[src/rtl/motor_driver_packet_framer_unit_assert.svh]
// ----------------------------------------------------------------------------
// motor_driver_packet_framer_unit_assert.svh
// Assertion macros shared by the packet framer queue and byte sequencer.
// ----------------------------------------------------------------------------
`ifndef MOTOR_DRIVER_PACKET_FRAMER_UNIT_ASSERT_SVH
`define MOTOR_DRIVER_PACKET_FRAMER_UNIT_ASSERT_SVH

`ifndef SYNTHESIS

// Property must hold at every clock edge outside reset.
`define MDPF_ASSERT(lbl, clk, rst_n, prop, msg) \
    lbl: assert property (@(posedge clk) disable iff (!(rst_n)) (prop)) \
        else $error(msg);

// Condition must never be seen outside reset.
`define MDPF_ASSERT_NEVER(lbl, clk, rst_n, cond, msg) \
    lbl: assert property (@(posedge clk) disable iff (!(rst_n)) !(cond)) \
        else $error(msg);

`else

`define MDPF_ASSERT(lbl, clk, rst_n, prop, msg)
`define MDPF_ASSERT_NEVER(lbl, clk, rst_n, cond, msg)

`endif

`endif

[src/rtl/mdpf_pkg.sv]
// ----------------------------------------------------------------------------
// mdpf_pkg
// Types, constants and helpers of the motor driver packet framer.
// ----------------------------------------------------------------------------
package mdpf_pkg;

    // Request kinds
    typedef enum logic [3:0] {
        REQ_LEFT     = 4'd0,
        REQ_RIGHT    = 4'd1,
        REQ_DRIVE    = 4'd2,
        REQ_TURN     = 4'd3,
        REQ_STOP     = 4'd4,
        REQ_TIMEOUT  = 4'd5,
        REQ_RAMPING  = 4'd6,
        REQ_DEADBAND = 4'd7,
        REQ_RAW      = 4'd8
    } t_req;

    // Packet framing
    localparam logic [7:0] PKT_ADDR     = 8'd128;
    localparam logic [7:0] PKT_SUM_MASK = 8'h7F;

    // Command codes
    localparam logic [7:0] CMD_LEFT_REV  = 8'd0;
    localparam logic [7:0] CMD_LEFT_FWD  = 8'd1;
    localparam logic [7:0] CMD_RIGHT_FWD = 8'd4;
    localparam logic [7:0] CMD_RIGHT_REV = 8'd5;
    localparam logic [7:0] CMD_TIMEOUT   = 8'd14;
    localparam logic [7:0] CMD_RAMPING   = 8'd16;
    localparam logic [7:0] CMD_DEADBAND  = 8'd17;

    // Value limits
    localparam logic signed [15:0] PWR_LIMIT    = 16'sd126;
    localparam logic signed [15:0] TMO_LIMIT_MS = 16'sd12700;
    localparam logic [13:0]        TMO_ROUND    = 14'd99;
    localparam logic [7:0]         RAMP_LIMIT   = 8'd80;
    localparam logic [7:0]         DEADBAND_LIM = 8'd127;

    // ms / 100 as (ms * 5243) >> 19, exact for ms + 99 up to 12799
    localparam int TMO_SHIFT = 19;
    localparam int TMO_X_W   = 14;
    localparam int TMO_P_W   = 27;
    localparam logic [TMO_P_W-1:0] TMO_RECIP = 27'd5243;

    // Queue between front and back
    localparam int QUEUE_DEPTH = 2;
    localparam int QUEUE_PTR_W = $clog2(QUEUE_DEPTH);
    localparam int QUEUE_CNT_W = $clog2(QUEUE_DEPTH + 1);

    // One classified request: one or two packets sharing a value byte
    typedef struct packed {
        logic       two_pkt;
        logic [7:0] cmd0;
        logic [7:0] cmd1;
        logic [7:0] val;
    } t_desc;

    // Address byte has no bits below bit 7, so it drops out of the sum
    function automatic logic [7:0] mdpf_checksum(input logic [7:0] cmd,
                                                 input logic [7:0] val);
        logic [7:0] sum;
        sum = PKT_ADDR + cmd + val;
        return sum & PKT_SUM_MASK;
    endfunction

endpackage

[src/rtl/mdpf_front.sv]
// ----------------------------------------------------------------------------
// mdpf_front
// Classifies a request into a packet descriptor: commands and value byte.
// ----------------------------------------------------------------------------
module mdpf_front
    import mdpf_pkg::*;
(
    input  logic               i_valid,
    input  logic               i_full,
    input  logic [3:0]         i_req_type,
    input  logic signed [15:0] i_amount,
    input  logic [7:0]         i_cmd_byte,
    input  logic [7:0]         i_value_byte,
    output logic               o_stall,
    output logic               o_push,
    output t_desc              o_desc
);

    logic               w_neg;
    logic [7:0]         w_mag;
    logic signed [15:0] w_abs;
    logic [TMO_X_W-1:0] w_ms;
    logic [TMO_X_W-1:0] w_x;
    logic [TMO_P_W-1:0] w_prod;
    logic [7:0]         w_tmo;
    logic               w_known;
    logic [7:0]         w_left_cmd;

    assign w_neg = i_amount[15];
    assign w_abs = w_neg ? -i_amount : i_amount;

    // Saturate power to +/-126 and keep the magnitude
    always_comb begin
        if (i_amount > PWR_LIMIT || i_amount < -PWR_LIMIT) begin
            w_mag = PWR_LIMIT[7:0];
        end else begin
            w_mag = w_abs[7:0];
        end
    end

    // Timeout: ceil(clamp(ms, 0, 12700) / 100)
    always_comb begin
        if (w_neg) begin
            w_ms = '0;
        end else if (i_amount > TMO_LIMIT_MS) begin
            w_ms = TMO_LIMIT_MS[TMO_X_W-1:0];
        end else begin
            w_ms = i_amount[TMO_X_W-1:0];
        end
    end

    assign w_x    = w_ms + TMO_ROUND;
    assign w_prod = TMO_P_W'(w_x) * TMO_RECIP;
    assign w_tmo  = {1'b0, w_prod[TMO_SHIFT+6:TMO_SHIFT]};

    assign w_left_cmd = w_neg ? CMD_LEFT_REV : CMD_LEFT_FWD;

    always_comb begin
        w_known        = 1'b1;
        o_desc.two_pkt = 1'b0;
        o_desc.cmd0    = w_left_cmd;
        o_desc.cmd1    = CMD_RIGHT_FWD;
        o_desc.val     = w_mag;
        case (i_req_type)
            REQ_LEFT: begin
                o_desc.cmd0 = w_left_cmd;
            end
            REQ_RIGHT: begin
                o_desc.cmd0 = w_neg ? CMD_RIGHT_REV : CMD_RIGHT_FWD;
            end
            REQ_DRIVE: begin
                o_desc.two_pkt = 1'b1;
                o_desc.cmd1    = w_neg ? CMD_RIGHT_REV : CMD_RIGHT_FWD;
            end
            REQ_TURN: begin
                o_desc.two_pkt = 1'b1;
                o_desc.cmd1    = w_neg ? CMD_RIGHT_FWD : CMD_RIGHT_REV;
            end
            REQ_STOP: begin
                o_desc.two_pkt = 1'b1;
                o_desc.cmd0    = CMD_LEFT_FWD;
                o_desc.cmd1    = CMD_RIGHT_FWD;
                o_desc.val     = '0;
            end
            REQ_TIMEOUT: begin
                o_desc.cmd0 = CMD_TIMEOUT;
                o_desc.val  = w_tmo;
            end
            REQ_RAMPING: begin
                o_desc.cmd0 = CMD_RAMPING;
                o_desc.val  = (i_value_byte < RAMP_LIMIT) ? i_value_byte : RAMP_LIMIT;
            end
            REQ_DEADBAND: begin
                o_desc.cmd0 = CMD_DEADBAND;
                o_desc.val  = (i_value_byte < DEADBAND_LIM) ? i_value_byte : DEADBAND_LIM;
            end
            REQ_RAW: begin
                o_desc.cmd0 = i_cmd_byte;
                o_desc.val  = i_value_byte;
            end
            default: begin
                // drop unknown kinds
                w_known = 1'b0;
            end
        endcase
    end

    assign o_stall = i_full;
    assign o_push  = i_valid && !i_full && w_known;

endmodule

[src/rtl/mdpf_queue.sv]
// ----------------------------------------------------------------------------
// mdpf_queue
// Short descriptor queue between the classifier and the byte sequencer.
// ----------------------------------------------------------------------------
`include "motor_driver_packet_framer_unit_assert.svh"

module mdpf_queue
    import mdpf_pkg::*;
(
    input  logic  i_clk,
    input  logic  i_rst_n,
    input  logic  i_push,
    input  t_desc i_data,
    output logic  o_full,
    input  logic  i_pop,
    output t_desc o_data,
    output logic  o_empty
);

    t_desc                  r_mem [QUEUE_DEPTH];
    logic [QUEUE_PTR_W-1:0] r_wr_ptr;
    logic [QUEUE_PTR_W-1:0] r_rd_ptr;
    logic [QUEUE_CNT_W-1:0] r_count;
    logic [QUEUE_CNT_W-1:0] n_count;

    assign o_full  = (r_count == QUEUE_CNT_W'(QUEUE_DEPTH));
    assign o_empty = (r_count == '0);
    assign o_data  = r_mem[r_rd_ptr];

    always_comb begin
        n_count = r_count;
        if (i_push && !i_pop) begin
            n_count = r_count + 1'b1;
        end else if (!i_push && i_pop) begin
            n_count = r_count - 1'b1;
        end
    end

    always_ff @(posedge i_clk) begin
        if (!i_rst_n) begin
            r_wr_ptr <= '0;
            r_rd_ptr <= '0;
            r_count  <= '0;
        end else begin
            r_count <= n_count;
            if (i_push) begin
                r_wr_ptr <= r_wr_ptr + 1'b1;
            end
            if (i_pop) begin
                r_rd_ptr <= r_rd_ptr + 1'b1;
            end
        end
    end

    always_ff @(posedge i_clk) begin
        if (i_push) begin
            r_mem[r_wr_ptr] <= i_data;
        end
    end

    `MDPF_ASSERT_NEVER(a_push_full, i_clk, i_rst_n, i_push && o_full, "push into full queue")
    `MDPF_ASSERT_NEVER(a_pop_empty, i_clk, i_rst_n, i_pop && o_empty, "pop from empty queue")
    `MDPF_ASSERT(a_ptr_track, i_clk, i_rst_n, (r_wr_ptr - r_rd_ptr) == r_count[QUEUE_PTR_W-1:0], "queue pointers disagree with count")

endmodule

[src/rtl/mdpf_back.sv]
// ----------------------------------------------------------------------------
// mdpf_back
// Walks a descriptor out as address, command, value and checksum bytes.
// ----------------------------------------------------------------------------
`include "motor_driver_packet_framer_unit_assert.svh"

module mdpf_back
    import mdpf_pkg::*;
(
    input  logic       i_clk,
    input  logic       i_rst_n,
    input  t_desc      i_desc,
    input  logic       i_empty,
    output logic       o_pop,
    output logic       o_valid,
    input  logic       i_stall,
    output logic [7:0] o_tx_byte,
    output logic       o_last_byte
);

    logic [2:0] r_idx;
    logic       r_valid;
    logic [7:0] r_tx;
    logic       r_last;
    logic [2:0] n_idx;
    logic       w_adv;
    logic       w_load;
    logic       w_last;
    logic [7:0] w_cmd;
    logic [7:0] w_byte;

    assign w_adv  = !r_valid || !i_stall;
    assign w_load = w_adv && !i_empty;
    assign w_cmd  = r_idx[2] ? i_desc.cmd1 : i_desc.cmd0;
    assign w_last = (r_idx[1:0] == 2'd3) && (!i_desc.two_pkt || r_idx[2]);
    assign n_idx  = w_last ? 3'd0 : r_idx + 3'd1;

    always_comb begin
        case (r_idx[1:0])
            2'd0:    w_byte = PKT_ADDR;
            2'd1:    w_byte = w_cmd;
            2'd2:    w_byte = i_desc.val;
            default: w_byte = mdpf_checksum(w_cmd, i_desc.val);
        endcase
    end

    always_ff @(posedge i_clk) begin
        if (!i_rst_n) begin
            r_idx   <= '0;
            r_valid <= 1'b0;
        end else begin
            if (w_adv) begin
                r_valid <= w_load;
            end
            if (w_load) begin
                r_idx <= n_idx;
            end
        end
    end

    always_ff @(posedge i_clk) begin
        if (w_load) begin
            r_tx   <= w_byte;
            r_last <= w_last;
        end
    end

    assign o_pop       = w_load && w_last;
    assign o_valid     = r_valid;
    assign o_tx_byte   = r_tx;
    assign o_last_byte = r_last;

    `MDPF_ASSERT(a_addr_first, i_clk, i_rst_n, (w_load && r_idx[1:0] == 2'd0) |=> (r_tx == PKT_ADDR && !r_last), "packet does not open with address byte")
    `MDPF_ASSERT(a_single_end, i_clk, i_rst_n, (w_load && !i_desc.two_pkt && r_idx == 3'd3) |=> r_last, "single packet not closed after four bytes")
    `MDPF_ASSERT_NEVER(a_idx_range, i_clk, i_rst_n, !i_empty && !i_desc.two_pkt && r_idx[2], "byte counter past a single packet")

endmodule

[src/rtl/motor_driver_packet_framer_unit.sv]
// ----------------------------------------------------------------------------
// motor_driver_packet_framer_unit
// Turns motor requests into 4-byte serial packets with a 7-bit checksum.
// ----------------------------------------------------------------------------
// Channel   Dir  Handshake           Payload
// request   in   i_valid / o_stall   i_req_type, i_amount, i_cmd_byte, i_value_byte
// bytes     out  o_valid / i_stall   o_tx_byte, o_last_byte
//
// One byte leaves per cycle while i_stall is low and a request is queued:
// drive, turn and stop send two packets, the other kinds one packet.
// A taken request is written into the queue, then the sequencer loads its bytes into the output register.
// A 2-entry queue holds requests while the sequencer works or is stalled.
// Reset (synchronous) empties the queue and clears the output valid.
// Unknown request kinds are taken and dropped.
// ----------------------------------------------------------------------------
module motor_driver_packet_framer_unit
    import mdpf_pkg::*;
(
    input  logic               i_clk,
    input  logic               i_rst_n,
    input  logic               i_valid,
    output logic               o_stall,
    input  logic [3:0]         i_req_type,
    input  logic signed [15:0] i_amount,
    input  logic [7:0]         i_cmd_byte,
    input  logic [7:0]         i_value_byte,
    output logic               o_valid,
    input  logic               i_stall,
    output logic [7:0]         o_tx_byte,
    output logic               o_last_byte
);

    logic  w_push;
    logic  w_pop;
    logic  w_full;
    logic  w_empty;
    t_desc w_push_desc;
    t_desc w_head_desc;

    mdpf_front u_front (
        .i_valid      (i_valid),
        .i_full       (w_full),
        .i_req_type   (i_req_type),
        .i_amount     (i_amount),
        .i_cmd_byte   (i_cmd_byte),
        .i_value_byte (i_value_byte),
        .o_stall      (o_stall),
        .o_push       (w_push),
        .o_desc       (w_push_desc)
    );

    mdpf_queue u_queue (
        .i_clk   (i_clk),
        .i_rst_n (i_rst_n),
        .i_push  (w_push),
        .i_data  (w_push_desc),
        .o_full  (w_full),
        .i_pop   (w_pop),
        .o_data  (w_head_desc),
        .o_empty (w_empty)
    );

    mdpf_back u_back (
        .i_clk       (i_clk),
        .i_rst_n     (i_rst_n),
        .i_desc      (w_head_desc),
        .i_empty     (w_empty),
        .o_pop       (w_pop),
        .o_valid     (o_valid),
        .i_stall     (i_stall),
        .o_tx_byte   (o_tx_byte),
        .o_last_byte (o_last_byte)
    );

endmodule

[config.mk]
export PLATFORM = sky130hd
export DESIGN_NAME = motor_driver_packet_framer_unit
export DESIGN_NICKNAME = d
export VERILOG_FILES = /design/src/rtl/mdpf_pkg.sv /design/src/rtl/mdpf_front.sv /design/src/rtl/mdpf_queue.sv /design/src/rtl/mdpf_back.sv /design/src/rtl/motor_driver_packet_framer_unit.sv
export VERILOG_INCLUDE_DIRS = /design/src /design/src/rtl
export SDC_FILE = /design/constraint.sdc
export NUM_CORES = 1
export LEC_CHECK = 0
export BUFFER_PORTS_ARGS = -buffer_cell sky130_fd_sc_hd__buf_4
export CAP_MARGIN = 20
export CORE_MARGIN = 5
export CORE_UTILIZATION = 57
export CTS_CLUSTER_DIAMETER = 50
export DETAILED_ROUTE_END_ITERATION = 8
export GPL_TIMING_DRIVEN = 0
export PLACE_DENSITY = 0.83
export SLEW_MARGIN = 10
export SYNTH_ARGS = -nofsm -noshare
export SYNTH_HDL_FRONTEND = slang
export SYNTH_SLANG_ARGS = --single-unit
[constraint.sdc]
create_clock -name i_clk -period 8 [get_ports i_clk]
set_input_delay 0.8 -clock i_clk [delete_from_list [all_inputs] [get_ports i_clk]]
set_output_delay 0.8 -clock i_clk [all_outputs]
set_load 0.01 [all_outputs]
Word level (Yosys, flattened, before mapping)
Memory sizes are Yosys's and may differ from the RTL's. A register that Yosys moved wholly into a read port is not among the register bits.
Index checks and enable logic that the tools add are counted.
{"block": "classes", "n_eq_ne": 12, "div": 0, "mux": 23, "addsub": 9, "multipliers": 1, "reduce_logical": 23, "magnitude_cmp": 5, "n_bitwise": 0, "shifts": 0}
{"cell": "$pmux 8 s6", "count": 1}
{"cell": "$mux 8", "count": 5}
{"cell": "$pmux 8 s5", "count": 1}
{"cell": "$mux 14", "count": 2}
{"cell": "$mul 14x13->26 const B", "count": 1}
{"cell": "$pmux 8 s3", "count": 1}
{"cell": "$eq 4x3->1 const B", "count": 4}
{"cell": "$gt 16x15->1 const B", "count": 1}
{"cell": "$gt 16x8->1 const B", "count": 1}
{"cell": "$lt 16x8->1 const B", "count": 1}
{"cell": "$lt 8x7->1 const B", "count": 2}
{"cell": "$pmux 8 s2", "count": 1}
{"cell": "$add 14x7->14 const B", "count": 1}
{"cell": "$mux 1", "count": 9}
{"cell": "$reduce_or 9->1", "count": 1}
{"cell": "$eq 4x2->1 const B", "count": 2}
{"cell": "$neg 8->8", "count": 1}
{"cell": "$add 1x7->7 const A", "count": 1}
{"cell": "$add 7x7->7", "count": 1}
{"cell": "$logic_and 1x1->1", "count": 7}
{"cell": "$logic_not 1->1", "count": 7}
{"cell": "$eq 2x2->1 const B", "count": 3}
{"cell": "$eq 4x1->1 const B", "count": 1}
{"cell": "$eq 4x4->1 const B", "count": 1}
{"cell": "other kinds (12)", "count": 17}
{"block": "totals", "rom_bits": 0, "n_memories": 1, "ramBits": 50, "in_bits": 40, "elab_cells": 81, "regBits": 17, "latchBits": 0, "output_inout_bits": 11}
{"memory": "u_queue.r_mem", "words": 2, "word_bits": 25, "read_ports": 1, "rd_clocked_by_memory_dff": 1, "wr": 1, "line_no": "mdpf_queue.sv:20", "text": "t_desc r_mem [QUEUE_DEPTH];"}

Logic depth before layout (Yosys ltp)
{"block": "depth", "depth_word": 8, "mapped_depth": 32, "depth_no_buf": 32}

By module
From an unflattened synthesis, not the netlist that was laid out.
{"block": "unflattened", "hier_cells": 757, "hier_area_um2": 7587.3}
{"module": "mdpf_front", "instances": 1, "seq_area_each_um2": 0.0, "cells_each": 561, "area_per_inst_um2": 4601.9}
{"module": "mdpf_queue", "instances": 1, "seq_area_each_um2": 1601.5, "cells_each": 100, "area_per_inst_um2": 2021.9}
{"module": "mdpf_back", "instances": 1, "seq_area_each_um2": 350.3, "cells_each": 96, "area_per_inst_um2": 963.4}

Worst setup path after synthesis
Ideal clock, no wire load.
{"block": "synth_path", "path_kind": "input -> register", "startpoint": "input i_amount[11]", "endpoint": "memory u_queue.r_mem[0][4] in the netlist's numbering, data pin", "arrival_time_ns": 7.689, "setup_time_ns": 0.299, "stages": 28, "required_time_ns": 7.701, "path_buffers": 1, "slack_ns": 0.013, "cell_sequence": "buf_2 -> o311a_4 -> nor2_1 -> nand2_1 -> nor2_1 -> nand2_1 -> ha_1 -> and3_1 -> a311oi_1 -> nor3_1 -> xor2_1 -> nor2_4 -> xor2_1 -> ha_1 -> ha_1 -> fa_1 -> fa_1 -> inv_1 -> fa_1 -> inv_1 -> ha_1 -> a2111oi_0 -> o21ai_0 -> a211oi_1 -> o31ai_1 -> or3_1 -> a311oi_1 -> a21oi_1"}
{"element": "from (decl)", "line_no": "motor_driver_packet_framer_unit.sv:24", "text": "input logic signed [15:0] i_amount,"}
{"element": "to (decl)", "line_no": "mdpf_queue.sv:20"}

==> key figures <==
Outcome
  – Status: completed

Power
  – Total net switching power: 970 uW
  – Internal: 1070 uW
  – Switching Share: 47.6%
  – Gate power share: 72.7%
  – Reg power frac: 16.6%
  – Clock power share: 10.8%
  – Total power: 2040 uW
  – P_leak: 0.00374 uW
  – VDD IR-drop max: 0.520 mV
  – Pwr Density: 255 mW/mm^2

Global routing
  – Vias in the first global route: 5,946
  – GRT overflow: 0
  – GR Util All Layers: 23.2%
  – First-pass GRT wire length: 27,200 microns
  – Largest net degree at the start of global routing: 19
  – Initial antenna violation count: 0

Flow run
  – MaxCap Viol Count: 0

Synth
  – Cell Area, Synth: 0.00695 sq mm
  – #FFs+latches synth: 54
  – Synth Flop Type: edfxtp_1
  – Yosys top cell area share: 20.2%
  – Post-synthesis sequential area ratio: 22.0%
  – Ys async rst share: 0%
  – Ys Warns: 0
  – Synthesized area per cell: 9.46 sq um
  – Synth top area cells: ha_1 (20%), edfxtp_1 (19%), fa_1 (16%), inv_1 (7.1%), a21oi_1 (2.7%)
  – Syn nets: 942
  – Mapped Cells: 735
  – Post-synth top cells: inv_1 (132), ha_1 (112), fa_1 (55), edfxtp_1 (45)
  – Largest area contributor in the synthesized netlist: ha_1
  – Synth cell types: 64
  – EDFF count, synth: 45
  – Most frequent cell after synthesis: inv_1

Floorplan
  – Chip width: 120 microns
  – Die area: 0.0145 sq mm
  – Starting density of the core: 58.1%
  – Core ar.: 0.0120 sq mm
  – Num rows: 40
  – Die Y: 120 microns
  – Total I/O pin count: 51

STA
  – Max transition margin: 38.8%
  – Setup TNS: 0 ns
  – Worst Tran Pin Value: 0.913 ns
  – Period utilisation layout: 98.5%
  – Pins Over Slew Limit: 0
  – Period minus WS final: 7.88 ns
  – Final Hold Viols: 0
  – Skew final: 0.00908 ns
  – Max frequency: 127 MHz
  – Setup Viol. Count Final: 0

Route
  – DR iter-0 viols: 457
  – Via count: 5,618
  – DR pass1 iterations: 5
  – Final ANT Viol Nets: 0
  – DRC errors left: 0
  – Drt total wl: 17,000 microns
  – Wire per inst: 17.8 microns
  – Vias per cell: 5.90

Worst hold path
  – Hold Crit Endpoint: u_back.o_valid
  – Hold_sp: u_back.o_valid
  – Number of cells on the worst hold path: 2
  – Tightest Hold Check Type: flop to flop

Clocking
  – CTS tree: yes
  – Clock Path Buffers: 2
  – Root Buffer: clkbuf_16
  – Sink Count: 54
  – Skew-Pair Late Insertion Delay: 0.30 ns
  – H-tree depth: 2
  – Clock slew at reported path FFs: 0.07 ns
  – TritonCTS Buffers: 5

Placed design
  – Buffers on Ports: 41
  – DP Wirelength: 13,600 microns
  – Cell Area, Placed: 0.00747 sq mm
  – Final GP Congestion: 0.945

Layout
  – Post-layout util: 66.6%
  – Ant. Diodes: 0
  – P&R area growth vs syn: 14.6%
  – Final instance area: 0.00797 sq mm
  – Fillers: 913
  – Fraction of layout cells with a size suffix above 1: 15.2%
  – Layout Nets: 1,011

Setup path
  – Req. time, crit path: 8.01 ns
  – Reg2reg end: u_back.o_tx_byte[6]
  – Critical path type: input port to flop
  – Reg2Reg Depth: 13
  – Worst path top cell family by delay: adder cells
  – CP bufs+invs: 7
  – Cell mode on critical path: inv_1
  – Reg-to-reg slack, setup: 4.46 ns
  – Crit-path max FO: 9
  – Slowest-stage cell, CP: fa_1
  – Crit path launch type: input port
  – Crit end category: flop
  – CP peak stage delay: 0.54 ns
  – WP data arrival: 7.90 ns
## cell families (layout without fill, tap and decap cells)
family	Yosys count	count (layout)	synth area share, %
multiplexers	21	21	3.36
AO/OA/AOI/OAI	131	131	12.7
XOR/XNOR	37	37	4.66
buffers and inverters	158	228	8.58
flip-flops	54	54	22.0
AND/OR/NAND/NOR	167	167	12.7
adder cells (fa/ha/maj)	167	167	36.0
## state kept, by name, summed over array words and instances, names as in the netlist, named ones only
| register | flops |
|---|---|
| u_back.o_last_byte | 1 |
| u_back.o_tx_byte | 8 |
| u_back.o_valid | 1 |
| u_back.r_idx | 3 |
| u_queue.r_count | 2 |
| u_queue.r_mem | 36 |
| u_queue.r_rd_ptr | 1 |
| u_queue.r_wr_ptr | 1 |
## routing by layer
metal	global-route usage, %	up-vias	wire, microns
met1	25.4	2697	6440
met2	45.0	214	9280
li1	-	2651	-
met4	10.2	0	607
met3	2.20	56	642
met5	0	-	0
## power by group through the flow
| stage | Sequential, uW | Clock, uW | Combinational [uW] |
|---|---|---|---|
| finish | 337 | 219 | 1480 |
| global route | 339 | 231 | 1690 |
| CTS | 337 | 222 | 1400 |
| detailed placement | 343 | 0 | 1310 |
| global placement | 343 | 0 | 1210 |
| floorplan | 346 | 0 | 921 |
## layout make-up
type / instances / area, sq um / area share (%)
Buffer: 26 / 104 / 1.30
Clock buffer: 5 / 125 / 1.57
Clock inverter: 3 / 26.3 / 0.330
Inverter: 132 / 495 / 6.22
Multi-Input combinational cell: 523 / 5030 / 63.1
Sequential cell: 54 / 1530 / 19.2
Tap cell: 147 / 184 / 2.31
Timing Repair Buffer: 62 / 473 / 5.93
## layout by cell type, fill, tap and decap left out, types with 4 or more instances in the layout
cell       count
inv_1        132
ha_1         111
buf_4         61
fa_1          55
edfxtp_1      45
nand2_1       40
nor2_1        37
a21oi_1       35
clkbuf_1      19
xor2_1        19
o21ai_0       16
xnor2_1       15
mux2i_1       11
and2_1        11
nor3_1        10
o31ai_1        9
mux2_2         9
a21o_1         9
dfxtp_1        9
nand3_1        8
nor2b_1        7
nand4_1        7
o211ai_1       6
o21bai_1       6
nor4_1         6
o21a_1         5
nand2b_1       5
or3_1          5
a221oi_1       5
clkbuf_16      5
and3_1         4
a211oi_1       4
## metrics by stage
| step | setup WS, ns | instances | hold WS (ns) |
|---|---|---|---|
| finish | 0.119 | 952 | 0.542 |
| global route | -0.102 | 952 | 0.577 |
| CTS | 0.00543 | 935 | 0.561 |
| detailed placement | -1.32 | 925 | 0.552 |
| global placement | -1.08 | 923 | 0.465 |
| floorplan | 0.0126 | 735 | 0.473 |
## tightest hold or removal path, cell delays in order, from the launching register on
cell and delay [ns]:
dfxtp_1 0.33, nand2_1 0.07, a21boi_0 0.09
## timing repair
item | in CTS | in global routing
hold buffers | 0 | 0
pin swaps | 3 | 16
endpoints found under the setup margin | 14 | 14
gates resized for setup | 21 | 25
endpoints found under the hold margin | 0 | 0
setup buffers | 2 | 17
## how the worst max path moves through the flow
stage,from,to,slack (ns),cells after the start
final,i_amount[10],u_queue.r_mem[0][5],0.12,30
after global routing,i_amount[10],u_queue.r_mem[0][5],-0.10,30
after CTS,i_amount[0],u_queue.r_mem[1][4],0.005,31
after detailed placement,i_amount[10],u_queue.r_mem[1][4],-1.32,31
after global placement,i_amount[10],u_queue.r_mem[0][4],-1.08,28
after floorplan,i_amount[11],u_queue.r_mem[0][4],0.01,28
No activity file was read; power rests on OpenSTA's default activity.
